[src/hdl/lcdw_pkg.sv]
// lcdw_pkg: shared types, codes and constants for the LCD number display writer.
// Used by every module under hdl/; depends on nothing.
`default_nettype none

package lcdw_pkg;

  // request function codes
  typedef enum logic [2:0] {
    FUNC_CHAR = 3'd0,
    FUNC_UDEC = 3'd1,
    FUNC_SDEC = 3'd2,
    FUNC_HEX  = 3'd3,
    FUNC_INIT = 3'd4
  } func_t;

  // rows that place the cursor
  localparam logic [1:0] ROW_FIRST  = 2'd1;
  localparam logic [1:0] ROW_SECOND = 2'd2;

  // LCD command bytes
  localparam logic [7:0] CMD_FUNCSET = 8'h38;
  localparam logic [7:0] CMD_DISPON  = 8'h0C;
  localparam logic [7:0] CMD_ENTRY   = 8'h06;
  localparam logic [7:0] CMD_CLEAR   = 8'h01;
  localparam logic [7:0] CMD_ROW1    = 8'h80;
  localparam logic [7:0] CMD_ROW2    = 8'hC0;

  // character codes
  localparam logic [7:0] CHR_ZERO  = 8'h30;
  localparam logic [7:0] CHR_HEX_A = 8'h37;  // 'A' - 10
  localparam logic [7:0] CHR_PLUS  = 8'h2B;
  localparam logic [7:0] CHR_MINUS = 8'h2D;

  localparam int         MAX_DIGITS = 5;
  localparam int         NUM_SLOTS  = 8;
  // n / 10 == (n * 52429) >> 19, exact for n < 81920
  localparam logic [15:0] DIV10_MUL   = 16'd52429;
  localparam int          DIV10_SHIFT = 19;

  typedef struct packed {
    logic [2:0]  func;
    logic [5:0]  column;
    logic [1:0]  row;
    logic [15:0] value;
    logic [2:0]  digit_count;
  } in_item_t;

  typedef struct packed {
    logic       is_data;
    logic [7:0] bus_byte;
    logic       last;
  } out_item_t;

  // one candidate bus write of a request
  typedef struct packed {
    logic       en;
    logic       is_data;
    logic [7:0] bus_byte;
  } slot_t;

  // the full write list of one request, slot 0 goes out first
  typedef slot_t [NUM_SLOTS-1:0] job_t;

  function automatic logic [7:0] hex_ascii(input logic [3:0] nib);
    logic [7:0] ext;
    ext = {4'b0000, nib};
    if (nib < 4'd10) begin
      return CHR_ZERO + ext;
    end else begin
      return CHR_HEX_A + ext;
    end
  endfunction

endpackage

`default_nettype wire

[src/hdl/lcdw_front.sv]
// lcdw_front: accepts requests, converts decimal values one digit per cycle
// and builds the slot list handed to the queue. Depends on lcdw_pkg.
`default_nettype none

module lcdw_front (
  input  wire                  clk,
  input  wire                  rst_n,
  input  wire                  in_valid,
  output logic                 in_stall,
  input  lcdw_pkg::in_item_t   in_item,
  input  wire                  q_full,
  output logic                 q_push,
  output lcdw_pkg::job_t       q_job
);

  logic        busy_r, busy_nxt;
  logic [2:0]  steps_r, steps_nxt;
  logic [2:0]  func_r;
  logic [5:0]  col_r;
  logic [1:0]  row_r;
  logic [7:0]  byte_r;
  logic        neg_r;
  logic [2:0]  cnt_r;
  logic [16:0] num_r;
  logic [3:0]  dig_r [lcdw_pkg::MAX_DIGITS];

  logic        accept, done, has_writes, release_job;
  logic [32:0] prod;
  logic [16:0] quo, quo10, rem_full;
  logic [2:0]  dig_idx;
  logic        cur_ok;
  logic [7:0]  row_base, cursor1, cursor2;
  logic [16:0] mag;
  logic        is_dec;

  // divide by ten through the reciprocal
  assign prod     = {16'b0, num_r} * {17'b0, lcdw_pkg::DIV10_MUL};
  assign quo      = 17'(prod >> lcdw_pkg::DIV10_SHIFT);
  assign quo10    = (quo << 3) + (quo << 1);
  assign rem_full = num_r - quo10;
  assign dig_idx  = 3'(lcdw_pkg::MAX_DIGITS) - steps_r;

  assign done        = busy_r && (steps_r == 3'd0);
  assign has_writes  = |{q_job[7].en, q_job[6].en, q_job[5].en, q_job[4].en,
                         q_job[3].en, q_job[2].en, q_job[1].en, q_job[0].en};
  assign release_job = done && (!has_writes || !q_full);
  assign q_push      = done && has_writes && !q_full;
  assign in_stall    = busy_r && !release_job;
  assign accept      = in_valid && !in_stall;

  assign is_dec = (in_item.func == lcdw_pkg::FUNC_UDEC) ||
                  (in_item.func == lcdw_pkg::FUNC_SDEC);
  assign mag    = (in_item.func == lcdw_pkg::FUNC_SDEC && in_item.value[15]) ?
                  17'h10000 - {1'b0, in_item.value} : {1'b0, in_item.value};

  always_comb begin
    busy_nxt  = busy_r;
    steps_nxt = steps_r;
    if (accept) begin
      busy_nxt  = 1'b1;
      steps_nxt = is_dec ? 3'(lcdw_pkg::MAX_DIGITS) : 3'd0;
    end else if (release_job) begin
      busy_nxt = 1'b0;
    end else if (busy_r && steps_r != 3'd0) begin
      steps_nxt = steps_r - 3'd1;
    end
  end

  always_ff @(posedge clk) begin
    if (!rst_n) begin
      busy_r  <= 1'b0;
      steps_r <= 3'd0;
    end else begin
      busy_r  <= busy_nxt;
      steps_r <= steps_nxt;
    end
  end

  always_ff @(posedge clk) begin
    if (accept) begin
      func_r <= in_item.func;
      col_r  <= in_item.column;
      row_r  <= in_item.row;
      byte_r <= in_item.value[7:0];
      neg_r  <= in_item.value[15];
      cnt_r  <= (in_item.digit_count > 3'(lcdw_pkg::MAX_DIGITS)) ?
                3'(lcdw_pkg::MAX_DIGITS) : in_item.digit_count;
      num_r  <= mag;
    end else if (busy_r && steps_r != 3'd0) begin
      dig_r[dig_idx] <= rem_full[3:0];
      num_r          <= quo;
    end
  end

  // cursor bytes; column zero wraps to 0xFF
  assign cur_ok   = (row_r == lcdw_pkg::ROW_FIRST) || (row_r == lcdw_pkg::ROW_SECOND);
  assign row_base = (row_r == lcdw_pkg::ROW_SECOND) ? lcdw_pkg::CMD_ROW2 : lcdw_pkg::CMD_ROW1;
  assign cursor1  = row_base | ({2'b00, col_r} - 8'd1);
  assign cursor2  = row_base | {2'b00, col_r};

  always_comb begin
    q_job = '0;
    case (func_r)
      lcdw_pkg::FUNC_CHAR: begin
        q_job[0] = '{en: cur_ok, is_data: 1'b0, bus_byte: cursor1};
        q_job[1] = '{en: 1'b1, is_data: 1'b1, bus_byte: byte_r};
      end
      lcdw_pkg::FUNC_UDEC, lcdw_pkg::FUNC_SDEC: begin
        q_job[0] = '{en: cur_ok, is_data: 1'b0, bus_byte: cursor1};
        if (func_r == lcdw_pkg::FUNC_SDEC) begin
          q_job[1] = '{en: 1'b1, is_data: 1'b1,
                       bus_byte: neg_r ? lcdw_pkg::CHR_MINUS : lcdw_pkg::CHR_PLUS};
          q_job[2] = '{en: cur_ok, is_data: 1'b0, bus_byte: cursor2};
        end
        // units digit in the last slot
        for (int i = 0; i < lcdw_pkg::MAX_DIGITS; i++) begin
          q_job[lcdw_pkg::NUM_SLOTS-1-i] = '{en: (3'(i) < cnt_r), is_data: 1'b1,
              bus_byte: lcdw_pkg::CHR_ZERO | {4'b0000, dig_r[i]}};
        end
      end
      lcdw_pkg::FUNC_HEX: begin
        q_job[0] = '{en: cur_ok, is_data: 1'b0, bus_byte: cursor1};
        q_job[1] = '{en: 1'b1, is_data: 1'b1, bus_byte: lcdw_pkg::hex_ascii(byte_r[7:4])};
        q_job[2] = '{en: 1'b1, is_data: 1'b1, bus_byte: lcdw_pkg::hex_ascii(byte_r[3:0])};
      end
      lcdw_pkg::FUNC_INIT: begin
        q_job[0] = '{en: 1'b1, is_data: 1'b0, bus_byte: lcdw_pkg::CMD_FUNCSET};
        q_job[1] = '{en: 1'b1, is_data: 1'b0, bus_byte: lcdw_pkg::CMD_DISPON};
        q_job[2] = '{en: 1'b1, is_data: 1'b0, bus_byte: lcdw_pkg::CMD_ENTRY};
        q_job[3] = '{en: 1'b1, is_data: 1'b0, bus_byte: lcdw_pkg::CMD_CLEAR};
      end
      default: begin
        q_job = '0;
      end
    endcase
  end

endmodule

`default_nettype wire

[src/hdl/lcdw_queue.sv]
// lcdw_queue: small FIFO of write lists between front and back.
// Depends on lcdw_pkg.
`default_nettype none

module lcdw_queue #(
  parameter int DEPTH = 2
) (
  input  wire             clk,
  input  wire             rst_n,
  input  wire             push,
  input  lcdw_pkg::job_t  push_job,
  output logic            full,
  input  wire             pop,
  output logic            head_valid,
  output lcdw_pkg::job_t  head_job
);

  localparam int AW = $clog2(DEPTH);
  localparam int CW = $clog2(DEPTH + 1);

  lcdw_pkg::job_t  mem_r [DEPTH];
  logic [AW-1:0]   wr_ptr_r, rd_ptr_r;
  logic [CW-1:0]   cnt_r;
  logic            do_push, do_pop;

  assign full       = (cnt_r == CW'(DEPTH));
  assign head_valid = (cnt_r != '0);
  assign head_job   = mem_r[rd_ptr_r];
  assign do_push    = push && !full;
  assign do_pop     = pop && head_valid;

  always_ff @(posedge clk) begin
    if (!rst_n) begin
      wr_ptr_r <= '0;
      rd_ptr_r <= '0;
      cnt_r    <= '0;
    end else begin
      if (do_push) begin
        wr_ptr_r <= (wr_ptr_r == AW'(DEPTH - 1)) ? '0 : wr_ptr_r + AW'(1);
      end
      if (do_pop) begin
        rd_ptr_r <= (rd_ptr_r == AW'(DEPTH - 1)) ? '0 : rd_ptr_r + AW'(1);
      end
      if (do_push && !do_pop) begin
        cnt_r <= cnt_r + CW'(1);
      end else if (do_pop && !do_push) begin
        cnt_r <= cnt_r - CW'(1);
      end
    end
  end

  always_ff @(posedge clk) begin
    if (do_push) begin
      mem_r[wr_ptr_r] <= push_job;
    end
  end

endmodule

`default_nettype wire

[src/hdl/lcdw_back.sv]
// lcdw_back: walks the enabled slots of each write list, one bus write per
// cycle when not stalled, into a registered output stage. Depends on lcdw_pkg.
`default_nettype none

module lcdw_back (
  input  wire                  clk,
  input  wire                  rst_n,
  input  wire                  q_valid,
  input  lcdw_pkg::job_t       q_job,
  output logic                 q_pop,
  output logic                 out_valid,
  input  wire                  out_stall,
  output lcdw_pkg::out_item_t  out_item
);

  lcdw_pkg::job_t      cur_r;
  logic                cur_valid_r;
  logic                out_valid_r;
  lcdw_pkg::out_item_t out_r;

  logic [lcdw_pkg::NUM_SLOTS-1:0] en_mask, rest_mask;
  logic [2:0]                     sel;
  logic                           emit, is_last, finishing;

  always_comb begin
    for (int i = 0; i < lcdw_pkg::NUM_SLOTS; i++) begin
      en_mask[i] = cur_r[i].en;
    end
  end

  // lowest enabled slot goes next
  always_comb begin
    sel = 3'd0;
    for (int i = lcdw_pkg::NUM_SLOTS - 1; i >= 0; i--) begin
      if (en_mask[i]) begin
        sel = 3'(i);
      end
    end
  end

  always_comb begin
    rest_mask      = en_mask;
    rest_mask[sel] = 1'b0;
  end

  assign is_last   = (rest_mask == '0);
  assign emit      = cur_valid_r && (!out_valid_r || !out_stall);
  assign finishing = emit && is_last;
  assign q_pop     = q_valid && (!cur_valid_r || finishing);

  always_ff @(posedge clk) begin
    if (!rst_n) begin
      cur_valid_r <= 1'b0;
      out_valid_r <= 1'b0;
    end else begin
      if (q_pop) begin
        cur_valid_r <= 1'b1;
      end else if (finishing) begin
        cur_valid_r <= 1'b0;
      end
      if (emit) begin
        out_valid_r <= 1'b1;
      end else if (!out_stall) begin
        out_valid_r <= 1'b0;
      end
    end
  end

  always_ff @(posedge clk) begin
    if (q_pop) begin
      cur_r <= q_job;
    end else if (emit) begin
      cur_r[sel].en <= 1'b0;
    end
    if (emit) begin
      out_r <= '{is_data: cur_r[sel].is_data, bus_byte: cur_r[sel].bus_byte,
                 last: is_last};
    end
  end

  assign out_valid = out_valid_r;
  assign out_item  = out_r;

  // a held list always has a write left
  a_cur_nonempty: assert property (@(posedge clk) disable iff (!rst_n)
    cur_valid_r |-> (en_mask != '0))
    else $error("held write list has no enabled slot");

  // the final write of a list comes from its single remaining slot
  a_last_single: assert property (@(posedge clk) disable iff (!rst_n)
    finishing |-> ($countones(en_mask) == 1))
    else $error("list finished with slots left");

  // an idle sequencer picks up a waiting list at once
  a_pickup: assert property (@(posedge clk) disable iff (!rst_n)
    (q_valid && !cur_valid_r) |=> cur_valid_r)
    else $error("waiting list not taken");

endmodule

`default_nettype wire

[src/hdl/lcd_number_display_writer_core.sv]
// lcd_number_display_writer_core: top level of the character-LCD write sequencer.
// Depends on lcdw_pkg, lcdw_front, lcdw_queue and lcdw_back.
//
// Usage:
//   in_valid/in_stall/in_item carry display requests (func, column, row,
//   value, digit_count). A transaction completes on a rising edge with
//   in_valid high and in_stall low.
//   out_valid/out_stall/out_item carry LCD bus writes (is_data, bus_byte,
//   last); last marks the final write of a request. Requests that cause no
//   write (unused func codes) produce no output transaction.
// Timing:
//   char, hex and init requests go straight to the hand-off in the front;
//   decimal requests first take five digit steps through the divide-by-ten
//   multiplier. The back emits one write per cycle while out_stall is low,
//   and the front can convert the next request while the back writes the
//   one before. A first write passes the front, the queue, the back's list
//   register and the output register in that order.
// Reset: rst_n low clears the front, the queue and the output stage; no
//   memory to sweep, requests are taken the cycle after reset ends.
// Stall: out_stall holds the output register; the back stops, the queue fills,
//   and in_stall rises once the front cannot hand off (or while it converts).
`default_nettype none

module lcd_number_display_writer_core #(
  parameter int QUEUE_DEPTH = 2
) (
  input  wire                  clk,
  input  wire                  rst_n,
  input  wire                  in_valid,
  output logic                 in_stall,
  input  lcdw_pkg::in_item_t   in_item,
  output logic                 out_valid,
  input  wire                  out_stall,
  output lcdw_pkg::out_item_t  out_item
);

  logic           q_push, q_full, q_pop, q_valid;
  lcdw_pkg::job_t push_job, head_job;

  // front: accept, digit conversion, slot list build
  lcdw_front u_front (
    .clk      (clk),
    .rst_n    (rst_n),
    .in_valid (in_valid),
    .in_stall (in_stall),
    .in_item  (in_item),
    .q_full   (q_full),
    .q_push   (q_push),
    .q_job    (push_job)
  );

  // decouples conversion from bus sequencing
  lcdw_queue #(
    .DEPTH (QUEUE_DEPTH)
  ) u_queue (
    .clk        (clk),
    .rst_n      (rst_n),
    .push       (q_push),
    .push_job   (push_job),
    .full       (q_full),
    .pop        (q_pop),
    .head_valid (q_valid),
    .head_job   (head_job)
  );

  // back: one bus write per cycle into the output register while not stalled
  lcdw_back u_back (
    .clk       (clk),
    .rst_n     (rst_n),
    .q_valid   (q_valid),
    .q_job     (head_job),
    .q_pop     (q_pop),
    .out_valid (out_valid),
    .out_stall (out_stall),
    .out_item  (out_item)
  );

endmodule

`default_nettype wire

[config.mk]
export PLATFORM = sky130hd
export DESIGN_NAME = lcd_number_display_writer_core
export DESIGN_NICKNAME = d
export VERILOG_FILES = /design/src/hdl/lcdw_pkg.sv /design/src/hdl/lcdw_front.sv /design/src/hdl/lcdw_queue.sv /design/src/hdl/lcdw_back.sv /design/src/hdl/lcd_number_display_writer_core.sv
export SDC_FILE = /design/constraint.sdc
export NUM_CORES = 1
export LEC_CHECK = 0
export BUFFER_PORTS_ARGS = -buffer_cell sky130_fd_sc_hd__buf_2
export CORE_UTILIZATION = 53
export CTS_CLUSTER_DIAMETER = 40
export DETAILED_ROUTE_END_ITERATION = 10
export PLACE_DENSITY = 0.77
export SYNTH_ARGS = -nofsm -noshare
export SYNTH_HDL_FRONTEND = slang
export SYNTH_SLANG_ARGS = --single-unit
export TNS_END_PERCENT = 1
[constraint.sdc]
create_clock -name clk -period 7.8 [get_ports clk]
set_clock_uncertainty 0.1 [all_clocks]
set_input_delay 0.39 -clock clk [delete_from_list [all_inputs] [get_ports clk]]
set_output_delay 0.39 -clock clk [all_outputs]
set_load 0.01 [all_outputs]
==> metrics.txt <==
run status completed; ys flop type edfxtp_1; Slew headroom 14.5%; r2r setup slk 1.25 ns; Syn Nets 1577; chip width 174 µm; worst hold path class in2reg; r2r startpoint u_front.num_r[6]$_DFFE_PP_; total number of vias 10000; first-pass GRT wire length 53800 µm; reg2reg end u_front.dig_r[4][3]$_DFFE_PP_; Top Ports 46; row count 62; CTS tree done; post_cts resized 0; wirelength, routed 34300 µm; vias in the first global route 10000; fillers 2306; initial antenna violation count 0; crit-path max FO 7; Mapped Area 15600 µm²; CP Data Arrival Time 6.67 ns; clock transition at the registers of the reported paths 0.05 ns; Core Region 28900 µm²; CTS Buf Count 34; FF+latch area 7370 µm²; DRT antenna net count 0; Clock Latency Late Sink 0.53 ns; largest net degree at the start of global routing 67; hold path endpoint u_front.cnt_r[2]$_SDFFCE_PN1P_; PortBufs 45; Tmin final 6.55 ns; count leader, synth edfxtp_1; drt pass-1 iters 5; max-slew violations 0; Fin. Hold Viols 0; worst slew pin tran 1.27 ns; Seq cells post-synth 249; # Max-Cap Violations 0; FF-to-FF path depth 20; area of the multi-input gates 7330 µm²; Starting Density 54.1%; WL/cell 19.1 µm; Distinct cells, synth 80; average cell area after synthesis 11.9 µm²; NumNets Final 1653; area grow syn2layout 12.5%; share of Yosys cell area claimed by the top area cell type 45.7%; Post-synth top cells 238 x edfxtp_1, 204 x inv_1, 145 x ha_1; Setup crit end kind flop; Worst Hold Depth 1; Hold-fix buffers, CTS 16; grt ovf 0; post-CTS setup buffer count 0; maximum clock path buffer count 3; vias per std cell 5.59; First DRT Iteration DRCs 851; post-synthesis sequential area ratio 47.2%; Final setup viols 0; # diodes 0; # DRC 0; FMAX 0.153 GHz; Root Buffer clkbuf_16; Final period util 84.0%; gr usage total 23.2%; layout cells sized above 1 10.6%; clk sinks 249; CP startpoint kind flop; YS warnings 0; top cells by area, synth edfxtp_1 46%, ha_1 12%, fa_1 11%, inv_1 4.9%, mux2i_1 3.8%; Die ar. 30200 µm²; leading area contributor after synthesis edfxtp_1; RSZ-0062 raised after global routing false; hpwl dp 25800 µm; hold path startpoint in_item[2]; CTS H-tree lvls 2; CP Data Required Time 7.92 ns; fraction of registers with async set/reset 0%; EDFF count, synth 238; setup TNS 0 ns; Setup CP Type reg2reg; Die H 174 µm; gate count of the mapped netlist 1311; critical path launch point u_front.num_r[6]$_DFFE_PP_; GP Congestion 0.960
-- metrics by stage --
step | std cells | utilization [%] | instance area [µm²] | worst slack (ns) | hold slack (ns)
6_report | 1796 | 60.9 | 17600 | 1.25 | 0.0185
5_1_grt | 1796 | 60.9 | 17600 | 0.837 | 0.00524
4_1_cts | 1796 | 60.9 | 17600 | 1.28 | 0.0000271
3_5_place_dp | 1719 | 56.3 | 16300 | 1.31 | 0.408
3_3_place_gp | 1719 | 56.3 | 16300 | 1.48 | 0.383
2_1_floorplan | 1311 | - | 15600 | 1.85 | 0.370
-- critical path, cell delays in order (launching register included) --
cell and delay [ns]:
edfxtp_1 0.52, ha_1 0.44, inv_1 0.08, fa_1 0.53, inv_1 0.05, fa_1 0.50, fa_1 0.52, fa_1 0.54
inv_1 0.05, fa_1 0.53, inv_1 0.06, ha_1 0.31, nand2_1 0.10, nor2_1 0.38, o2111ai_1 0.23, nand2_1 0.14
xor2_1 0.20, ha_1 0.29, a221o_1 0.32, nor3_1 0.18, xnor2_1 0.17
-- area by class of cell --
type,count,area share [%]
clock inverter,22,1.51
multi-input combinational,824,41.7
clock buffer,39,5.06
sequential,249,41.9
inverter,207,4.42
timing repair buffer,71,2.62
tap,384,2.73
-- state kept, by name (all words and copies together), names as in the netlist, 2 cells and up, named ones only --
name and flops:
u_queue.mem_r 112, u_back.cur_r 56, u_front.dig_r 20, u_front.num_r 17, u_back.out_item 10, u_front.byte_r 8
u_front.col_r 6, u_front.cnt_r 3, u_front.func_r 3, u_front.steps_r 3, u_front.row_r 2, u_queue.cnt_r 2
-- how the worst max path moves through the flow --
stage	endpoint	slack (ns)	depth (start not counted)
finish	u_front.dig_r[4][3]$_DFFE_PP_	1.25	20
global route	u_front.dig_r[3][3]$_DFFE_PP_	0.84	20
CTS	u_front.dig_r[3][3]$_DFFE_PP_	1.28	20
detailed placement	u_front.dig_r[0][3]$_DFFE_PP_	1.31	20
global placement	u_front.dig_r[0][3]$_DFFE_PP_	1.48	18
floorplan	u_front.dig_r[0][3]$_DFFE_PP_	1.85	19
-- per-layer routing --
layer	GRT usage (%)	routed length, µm
met5	0	0
met4	7.82	1070
met3	3.93	2260
met2	37.4	16000
met1	32.1	15000
-- cell usage in the layout, fill, tap and decap left out, types with 5 or more instances in the layout --
cell type / instances
ha_1: 145
dfxtp_1: 10
mux2_2: 5
a22oi_1: 11
a211oi_1: 5
inv_1: 204
clkbuf_16: 34
o21ai_0: 28
nor4_1: 5
nor2_4: 6
inv_6: 6
nor3_1: 23
fa_1: 87
nand4_1: 5
and3_1: 6
edfxtp_1: 238
o211ai_1: 5
mux2i_1: 59
nand2_1: 57
buf_2: 45
xnor2_1: 24
xor2_1: 22
nand2b_1: 6
buf_4: 10
dlygate4sd3_1: 16
nor2_2: 10
a21o_1: 10
a31oi_1: 9
nand3_1: 17
nor2_1: 105
and2_1: 23
nor2b_1: 11
a21oi_1: 69
-- logic make-up after synthesis --
kind of cell / Yosys count / synth area share, %
buffers and inverters: 238 / 6.07
other: 1 / 0.0240
adder cells (fa/ha/maj): 232 / 22.8
AND/OR/NAND/NOR: 294 / 9.19
AO/OA/AOI/OAI: 185 / 7.76
XOR/XNOR: 48 / 2.90
multiplexers: 64 / 4.14
flip-flops: 249 / 47.2
Power is left out: the tool's default activity adds up to more than one toggle a clock period on the data nets, which glitch-free logic cannot reach.
